File: config.mk
export PLATFORM = sky130hd
export DESIGN_NAME = mobile_allocation_encoder
export DESIGN_NICKNAME = d
export VERILOG_FILES = /design/src/hw/rtl/mae_pkg.sv /design/src/hw/rtl/mae_lane.sv /design/src/hw/rtl/mae_merge.sv /design/src/hw/rtl/mobile_allocation_encoder.sv
export SDC_FILE = /design/constraint.sdc
export NUM_CORES = 2
export LEC_CHECK = 0
export CAP_MARGIN = 20
export CORE_MARGIN = 4
export CORE_UTILIZATION = 25
export DETAILED_ROUTE_END_ITERATION = 8
export DONT_BUFFER_PORTS = 1
export GPL_TIMING_DRIVEN = 0
export PLACE_DENSITY_LB_ADDON = 0.08
export SYNTH_ARGS = -nofsm -noshare
export SYNTH_HDL_FRONTEND = slang
export SYNTH_SLANG_ARGS = --single-unit
File: constraint.sdc
create_clock -name clk -period 11.3 [get_ports clk]
set_input_delay 0.565 -clock clk [delete_from_list [all_inputs] [get_ports clk]]
set_output_delay 0.565 -clock clk [all_outputs]
set_load 0.02 [all_outputs]
File: src/hw/rtl/mae_pkg.sv
// Shared types and constants for the mobile allocation encoder.
// Used by the lane, merge and top-level modules; depends on nothing else.
package mae_pkg;

  // Bitmap capacity limits and the channel range that is looked at.
  localparam int MAX_MA_BITS  = 64;
  localparam int NUM_CHANNELS = 1024;
  localparam int BITMAP_CAP   = (MAX_MA_BITS < 64) ? MAX_MA_BITS : 64;

  // One input word is split over this many lanes of this many bits.
  localparam int WORD_W    = 64;
  localparam int LANE_W    = 8;
  localparam int NUM_LANES = WORD_W / LANE_W;
  localparam int WORDS_PER_RUN = 16;

  // Bits of the bitmap below the capacity.
  localparam logic [WORD_W-1:0] CAP_MASK =
    (BITMAP_CAP >= WORD_W) ? {WORD_W{1'b1}} :
    ((64'd1 << BITMAP_CAP) - 64'd1);

  // What one lane found in its slice of a word.
  typedef struct packed {
    logic [3:0]        cnt;
    logic [LANE_W-1:0] bits;
  } lane_res_t;

  // Bitmap being built for the current run.
  typedef struct packed {
    logic [WORD_W-1:0] ma_bits;
    logic [6:0]        cell_count;
    logic              overflowed;
  } map_state_t;

  typedef enum logic [1:0] {
    ST_IDLE,
    ST_MERGE,
    ST_CH0,
    ST_EMIT
  } state_t;

endpackage

File: src/hw/rtl/mae_lane.sv
// One lane: counts the cell channels in an 8-bit slice and packs their
// hopping bits toward the low end. Depends on mae_pkg.
module mae_lane
  import mae_pkg::*;
(
  input  logic [LANE_W-1:0] cell_i,
  input  logic [LANE_W-1:0] hop_i,
  output lane_res_t         res_o
);

  logic [3:0]        cnt;
  logic [LANE_W-1:0] packed_bits;

  // Walk the slice, placing each cell channel's hop bit at its rank.
  always_comb begin
    cnt         = 4'd0;
    packed_bits = '0;
    for (int m = 0; m < LANE_W; m++) begin
      if (cell_i[m]) begin
        packed_bits[cnt[2:0]] = hop_i[m];
        cnt = cnt + 4'd1;
      end
    end
  end

  assign res_o.cnt  = cnt;
  assign res_o.bits = packed_bits;

endmodule

File: src/hw/rtl/mae_merge.sv
// Merging stage: lays the packed lane bits into the bitmap at their running
// offsets and clips at the bitmap capacity. Depends on mae_pkg.
module mae_merge
  import mae_pkg::*;
(
  input  lane_res_t  lanes_i [NUM_LANES],
  input  map_state_t st_i,
  output map_state_t st_o
);

  logic [7:0]        pos;
  logic [WORD_W-1:0] acc;

  // Running offset of each lane, starting at the current fill.
  always_comb begin
    pos = {1'b0, st_i.cell_count};
    acc = '0;
    for (int i = 0; i < NUM_LANES; i++) begin
      if (pos < 8'(WORD_W)) begin
        acc = acc | (WORD_W'(lanes_i[i].bits) << pos[5:0]);
      end
      pos = pos + 8'(lanes_i[i].cnt);
    end
  end

  // Channels past the capacity are dropped and flagged.
  always_comb begin
    st_o.ma_bits = st_i.ma_bits | (acc & CAP_MASK);
    if (pos > 8'(BITMAP_CAP)) begin
      st_o.cell_count = 7'(BITMAP_CAP);
      st_o.overflowed = 1'b1;
    end else begin
      st_o.cell_count = pos[6:0];
      st_o.overflowed = st_i.overflowed;
    end
  end

endmodule

File: src/hw/rtl/mobile_allocation_encoder.sv
// Top level of the mobile allocation encoder: input masking, lane array,
// merge stage and octet output sequencer. Depends on mae_pkg, mae_lane, mae_merge.
//
// A run is a series of 64-bit words (cell allocation plus hopping set) given
// with start while busy is low; the word with in_last_word set ends the run.
// Words that are not last are taken every cycle: eight lanes count and pack
// a word, the lane results are registered, and the merge stage adds them to
// the bitmap register. After the last word busy stays high through the merge
// state, the state that places channel 0, and one result word per octet, 1 to
// 8 of them (a single empty word if hopping is off or no cell is set). Results
// appear on the out_ ports for exactly one cycle each, marked by out_valid;
// the receiver cannot stall them. cfg_we/cfg_wdata set hopping_enabled,
// which is sampled when the run's octets are produced.
module mobile_allocation_encoder
  import mae_pkg::*;
(
  input  logic        clk,
  input  logic        rst_n,
  input  logic        start,
  output logic        busy,
  input  logic [63:0] in_cell_word,
  input  logic [63:0] in_hop_word,
  input  logic        in_last_word,
  input  logic        cfg_we,
  input  logic        cfg_wdata,
  output logic        out_valid,
  output logic [7:0]  out_ma_octet,
  output logic [2:0]  out_octet_index,
  output logic [3:0]  out_ma_length,
  output logic        out_overflow,
  output logic        out_last_octet
);

  state_t     state_r, state_nxt;
  logic       hop_en_r;
  logic [4:0] word_pos_r, word_pos_nxt;
  logic       chan0_cell_r, chan0_cell_nxt;
  logic       chan0_hop_r, chan0_hop_nxt;
  logic       lane_valid_r;
  lane_res_t  lane_r   [NUM_LANES];
  lane_res_t  lane_nxt [NUM_LANES];
  map_state_t map_r, map_nxt, map_merged;
  logic [2:0] idx_r, idx_nxt;

  logic              accept;
  logic [WORD_W-1:0] cell_masked;
  logic [9:0]        chan;
  logic [3:0]        len;
  logic              empty_run;
  logic              emit_done;
  logic [2:0]        byte_sel;

  logic       out_valid_r, out_valid_nxt;
  logic [7:0] out_octet_r, out_octet_nxt;
  logic [2:0] out_index_r, out_index_nxt;
  logic [3:0] out_len_r, out_len_nxt;
  logic       out_ovf_r, out_ovf_nxt;
  logic       out_last_r, out_last_nxt;

  assign busy   = (state_r != ST_IDLE);
  assign accept = start && !busy;

  // Keep only cell channels in range; channel 0 is held back for the end.
  always_comb begin
    chan = '0;
    for (int b = 0; b < WORD_W; b++) begin
      chan = {word_pos_r[3:0], 6'(b)};
      cell_masked[b] = in_cell_word[b] && !word_pos_r[4] &&
                       (11'(chan) < 11'(NUM_CHANNELS)) && (chan != 10'd0);
    end
  end

  // Lane array.
  for (genvar g = 0; g < NUM_LANES; g++) begin : g_lane
    mae_lane u_lane (
      .cell_i (cell_masked[g*LANE_W +: LANE_W]),
      .hop_i  (in_hop_word[g*LANE_W +: LANE_W]),
      .res_o  (lane_nxt[g])
    );
  end

  // Merge of the registered lane results into the bitmap.
  mae_merge u_merge (
    .lanes_i (lane_r),
    .st_i    (map_r),
    .st_o    (map_merged)
  );

  // Length and byte selection for the output octets.
  assign len       = 4'((8'(map_r.cell_count) + 8'd7) >> 3);
  assign empty_run = !hop_en_r || (len == 4'd0);
  assign emit_done = empty_run || ({1'b0, idx_r} == (len - 4'd1));
  assign byte_sel  = 3'(len - 4'd1 - {1'b0, idx_r});

  // Next state.
  always_comb begin
    state_nxt = state_r;
    case (state_r)
      ST_IDLE:  if (accept && in_last_word) state_nxt = ST_MERGE;
      ST_MERGE: state_nxt = ST_CH0;
      ST_CH0:   state_nxt = ST_EMIT;
      ST_EMIT:  if (emit_done) state_nxt = ST_IDLE;
      default:  state_nxt = ST_IDLE;
    endcase
  end

  // Result word for the next cycle.
  always_comb begin
    out_valid_nxt = 1'b0;
    out_octet_nxt = 8'd0;
    out_index_nxt = 3'd0;
    out_len_nxt   = 4'd0;
    out_ovf_nxt   = 1'b0;
    out_last_nxt  = 1'b0;
    case (state_r)
      ST_EMIT: begin
        out_valid_nxt = 1'b1;
        if (empty_run) begin
          out_last_nxt = 1'b1;
        end else begin
          out_octet_nxt = map_r.ma_bits[{byte_sel, 3'b000} +: 8];
          out_index_nxt = idx_r;
          out_len_nxt   = len;
          out_ovf_nxt   = map_r.overflowed;
          out_last_nxt  = emit_done;
        end
      end
      default: out_valid_nxt = 1'b0;
    endcase
  end

  // Run state: word position, channel 0, bitmap and octet counter.
  always_comb begin
    word_pos_nxt   = word_pos_r;
    chan0_cell_nxt = chan0_cell_r;
    chan0_hop_nxt  = chan0_hop_r;
    map_nxt        = map_r;
    idx_nxt        = idx_r;
    if (accept) begin
      if (!word_pos_r[4]) word_pos_nxt = word_pos_r + 5'd1;
      if (word_pos_r == 5'd0 && in_cell_word[0]) begin
        chan0_cell_nxt = 1'b1;
        chan0_hop_nxt  = in_hop_word[0];
      end
    end
    if (lane_valid_r) map_nxt = map_merged;
    if (state_r == ST_CH0 && chan0_cell_r) begin
      if (map_r.cell_count >= 7'(BITMAP_CAP)) begin
        map_nxt.overflowed = 1'b1;
      end else begin
        map_nxt.ma_bits[map_r.cell_count[5:0]] = chan0_hop_r;
        map_nxt.cell_count = map_r.cell_count + 7'd1;
      end
    end
    if (state_r == ST_EMIT) begin
      idx_nxt = idx_r + 3'd1;
      if (emit_done) begin
        word_pos_nxt   = '0;
        chan0_cell_nxt = 1'b0;
        chan0_hop_nxt  = 1'b0;
        map_nxt        = '0;
        idx_nxt        = '0;
      end
    end
  end

  // Control and run registers.
  always_ff @(posedge clk) begin
    if (!rst_n) begin
      state_r      <= ST_IDLE;
      hop_en_r     <= 1'b0;
      word_pos_r   <= '0;
      chan0_cell_r <= 1'b0;
      chan0_hop_r  <= 1'b0;
      lane_valid_r <= 1'b0;
      map_r        <= '0;
      idx_r        <= '0;
      out_valid_r  <= 1'b0;
    end else begin
      state_r      <= state_nxt;
      if (cfg_we) hop_en_r <= cfg_wdata;
      word_pos_r   <= word_pos_nxt;
      chan0_cell_r <= chan0_cell_nxt;
      chan0_hop_r  <= chan0_hop_nxt;
      lane_valid_r <= accept;
      map_r        <= map_nxt;
      idx_r        <= idx_nxt;
      out_valid_r  <= out_valid_nxt;
    end
  end

  // Payload registers.
  always_ff @(posedge clk) begin
    if (accept) lane_r <= lane_nxt;
    out_octet_r <= out_octet_nxt;
    out_index_r <= out_index_nxt;
    out_len_r   <= out_len_nxt;
    out_ovf_r   <= out_ovf_nxt;
    out_last_r  <= out_last_nxt;
  end

  assign out_valid       = out_valid_r;
  assign out_ma_octet    = out_octet_r;
  assign out_octet_index = out_index_r;
  assign out_ma_length   = out_len_r;
  assign out_overflow    = out_ovf_r;
  assign out_last_octet  = out_last_r;

`ifndef SYNTH
  // The bitmap fill never passes the capacity.
  a_count_cap: assert property (@(posedge clk) disable iff (!rst_n)
    map_r.cell_count <= 7'(BITMAP_CAP))
    else $error("cell count above bitmap capacity");

  // A result word only follows an output-sequencer cycle.
  a_out_from_emit: assert property (@(posedge clk) disable iff (!rst_n)
    out_valid |-> $past(state_r == ST_EMIT))
    else $error("result word outside the output phase");

  // The last word of a run makes the block busy at once.
  a_last_busy: assert property (@(posedge clk) disable iff (!rst_n)
    (start && !busy && in_last_word) |=> busy)
    else $error("not busy after the last word");

  // No result word comes right after the final octet of a run.
  a_last_gap: assert property (@(posedge clk) disable iff (!rst_n)
    (out_valid && out_last_octet) |=> !out_valid)
    else $error("result word right after the final octet");

  // Lane results are merged only for an accepted word.
  a_lane_src: assert property (@(posedge clk) disable iff (!rst_n)
    lane_valid_r |-> $past(start && !busy))
    else $error("lane results without an accepted word");
`endif

endmodule
==> flow_summary_export.csv <==
group,metric,value,unit
drt,detail_route.vias_per_cell,5.65,
cts,htree_num_levels,4,
timing,whs,196,ps
logic_synthesis,synth_xor_area_frac,0.0577,
finish,layout_commonest_cell,"nand2_1",
cts,cts_tree,"built",
place,dp_cells,5288,
floorplanning,start_util,0.252,
logic_synthesis,synth_top_family_by_area,"compound AO/OA/AOI/OAI gates",
logic_synthesis,synthAdderAreaFrac,0.0636,
worst_setup_path,cp.arrival,10970,ps
worst_setup_path,slowest_stage,"fa_1",
floorplanning,die-area,0.115,sq mm
global_routing,antenna_found_initial,13,
floorplanning,rows,121,
cts,worstSkewPairLatency,540,ps
logic_synthesis,synth_simple_gate_area_share,0.272,
global_routing,grt_pass1_wl,194000,microns
logic_synthesis,yosysWarnings,0,
cts,cts_sinks,200,
worst_setup_path,critPathKind,"flop to flop",
logic_synthesis,ys.flop_type,"dfxtp_1",
worst_setup_path,cp_max_fo,17,
min_path,min-delay-path-class,"primary input to flop",
worst_setup_path,crit_buf_inv,12,
floorplanning,die_x,339,microns
timing,fin_worst_skew,25.6,ps
drt,drt_iter0_drc,3032,
finish,nFillCells,12200,
logic_synthesis,yosysSeqAreaShare,0.182,
cts,numCtsBuffers,17,
finish,most-common-layout-cells,"nand2_1, nor2_1, a21oi_1",
global_routing,overflow,0,
drt,antenna_left,0,
drt,firstDrtPassIters,6,
logic_synthesis,synthMuxAreaShare,0.0754,
cts,cts_hold_buf,0,
logic_synthesis,async_flop_share,0,
logic_synthesis,synth-edff-count,96,
timing,fin_crit_sh,0.931,
worst_setup_path,rr_worst_depth,37,
drt,routedWlPerCell,24.9,microns
finish,drive_gt1_frac,0.0634,
timing,period_needed,10520,ps
drt,totalWireLength,133000,microns
logic_synthesis,synth_compound_area_frac,0.294,
worst_setup_path,worst_path_largest_cell_delay,600,ps
place,gp_congestion,0.983,
global_routing,grtUsageTotal,0.222,
worst_setup_path,crit_top_cell,"ha_1",
floorplanning,die_h,339,microns
min_path,whs_path_depth,2,
drt,drcViolationCount,0,
timing,rsz0062_at_grt,"false",
timing,worst_pin_slew,1220,ps
place,port_buffers,0,
finish,fin_nets,4162,
worst_setup_path,endpoint_kind,"flop",
cts,cts.clk_slew.worst_paths,80,ps
worst_setup_path,required,11750,ps
logic_synthesis,syn-cell-area,0.0273,sq mm
worst_setup_path,cp_num_cells,37,
logic_synthesis,synthesis.instances,3867,
timing,max_slew_margin,0.180,
outcome,outcome,"finished, final reports clean",
logic_synthesis,syn_nets,4129,
finish,final_cells,5333,
logic_synthesis,avgSynthCellArea,7.07,sq um
drt,num_vias,30100,
global_routing,grt_max_degree,64,
finish,areaGrowthSynthToFinish,10.2,%
timing,final.setup.tns,0,ps
timing,hold_violations,0,
cts,root_buffer,"clkbuf_16",
finish,post-route-util,0.277,
logic_synthesis,synth-seq-cells,200,
timing,final-setup-viol-count,0,
timing,max_freq,95.0,MHz
floorplanning,num_io_pins,153,
flow_run,drv_cap,0,
worst_setup_path,cp-start-kind,"flop",
place,dpl.hpwl,110000,microns
logic_synthesis,synth.distinct_cells,97,
timing,slew_viol_final,0,
cts,cts_buffer_depth,2,
worst_setup_path,cp_top_family,"adder cells",
floorplanning,core-area,0.109,sq mm
global_routing,first_global_vias,28300,
final timing paths:
path / start / end / slack, ps
min: in_hop_word[0] / chan0_hop_r / 200
max: lane_r[92] / map_r[2] / 780
max reg2reg: lane_r[92] / map_r[2] / 780
min reg2reg: chan0_cell_r / chan0_cell_r / 500
synth_stat cells (13+ instances only):
| cell | instances | area, sq um |
|---|---|---|
| o21ai_0 | 238 | 1190 |
| nand2b_1 | 63 | 394 |
| nor3_1 | 148 | 741 |
| and3_1 | 25 | 156 |
| and2_1 | 42 | 263 |
| a21o_1 | 17 | 128 |
| o211ai_1 | 16 | 120 |
| a21oi_1 | 269 | 1350 |
| dfxtp_1 | 104 | 2080 |
| or3_1 | 25 | 156 |
| edfxtp_1 | 96 | 2880 |
| nand3_1 | 180 | 901 |
| mux4_2 | 16 | 360 |
| nand4_1 | 16 | 100 |
| xor2_1 | 50 | 438 |
| buf_2 | 13 | 65.1 |
| clkbuf_1 | 179 | 672 |
| a311oi_1 | 14 | 123 |
| buf_1 | 15 | 56.3 |
| o31ai_1 | 38 | 285 |
| o21a_1 | 19 | 143 |
| inv_1 | 172 | 646 |
| a22oi_1 | 28 | 210 |
| a221o_1 | 44 | 440 |
| a221oi_1 | 87 | 762 |
| ha_1 | 111 | 1390 |
| a211oi_1 | 27 | 203 |
| or2_2 | 14 | 87.6 |
| nand2_1 | 486 | 1820 |
| xnor2_1 | 101 | 885 |
| nand3b_1 | 20 | 150 |
| mux2i_1 | 106 | 1060 |
| nor2_1 | 485 | 1820 |
| fa_1 | 17 | 340 |
| mux2_2 | 57 | 642 |
| o22ai_1 | 46 | 288 |
| nor2b_1 | 80 | 500 |
| o221ai_1 | 41 | 359 |
| a31oi_1 | 111 | 694 |
| o311ai_0 | 37 | 324 |
| o32ai_1 | 22 | 193 |
metal layers:
layer  global-route usage  share of wire
met1                0.309           0.46
met2                0.340           0.43
met3               0.0415          0.070
met4               0.0795          0.038
met5                    0        0.00058
sequential cells by signal (all words and copies together) (netlist names):
| signal | cells |
|---|---|
| out_overflow | 1 |
| map_r | 72 |
| out_octet_index | 3 |
| lane_valid_r | 1 |
| word_pos_r | 5 |
| lane_r | 96 |
| chan0_cell_r | 1 |
| out_ma_octet | 8 |
| idx_r | 3 |
| out_valid | 1 |
| chan0_hop_r | 1 |
| hop_en_r | 1 |
| out_last_octet | 1 |
| out_ma_length | 4 |
| state_r | 2 |
stage by stage:
step | area [sq um] | setup WS, ps
after CTS | 30000 | 9.04
after detailed placement | 29200 | -3010
after floorplan | 27300 | 364
final | 30100 | 779
after global placement | 29100 | -3550
after global routing | 30100 | 56.1
layout make-up:
type	instances	area, sq um	share of cell area
multi-input combinational	3273	21000	0.698
sequential	200	4960	0.165
tap	1414	1770	0.0587
buffer	204	821	0.0272
inverter	180	697	0.0231
clock buffer	17	425	0.0141
timing repair buffer	24	224	0.00743
clock inverter	15	203	0.00672
antenna	6	15.0	0.000498
cells by family after synthesis:
kind of cell | count (synthesis)
AO/OA/AOI/OAI | 1179
XOR/XNOR | 166
adder cells (fa/ha/maj) | 129
buffers and inverters | 394
flip-flops | 200
multiplexers | 179
AND/OR/NAND/NOR | 1620
repair_timing:
action,CTS,global route
resized for setup,19,11
gates cloned,0,0
endpoints found under the setup margin,72,8
pin swaps,2,1
buffers inserted,5,10
Power is not shown: default switching activity piles up to over one toggle a cycle in this logic, so the estimate is an artifact.
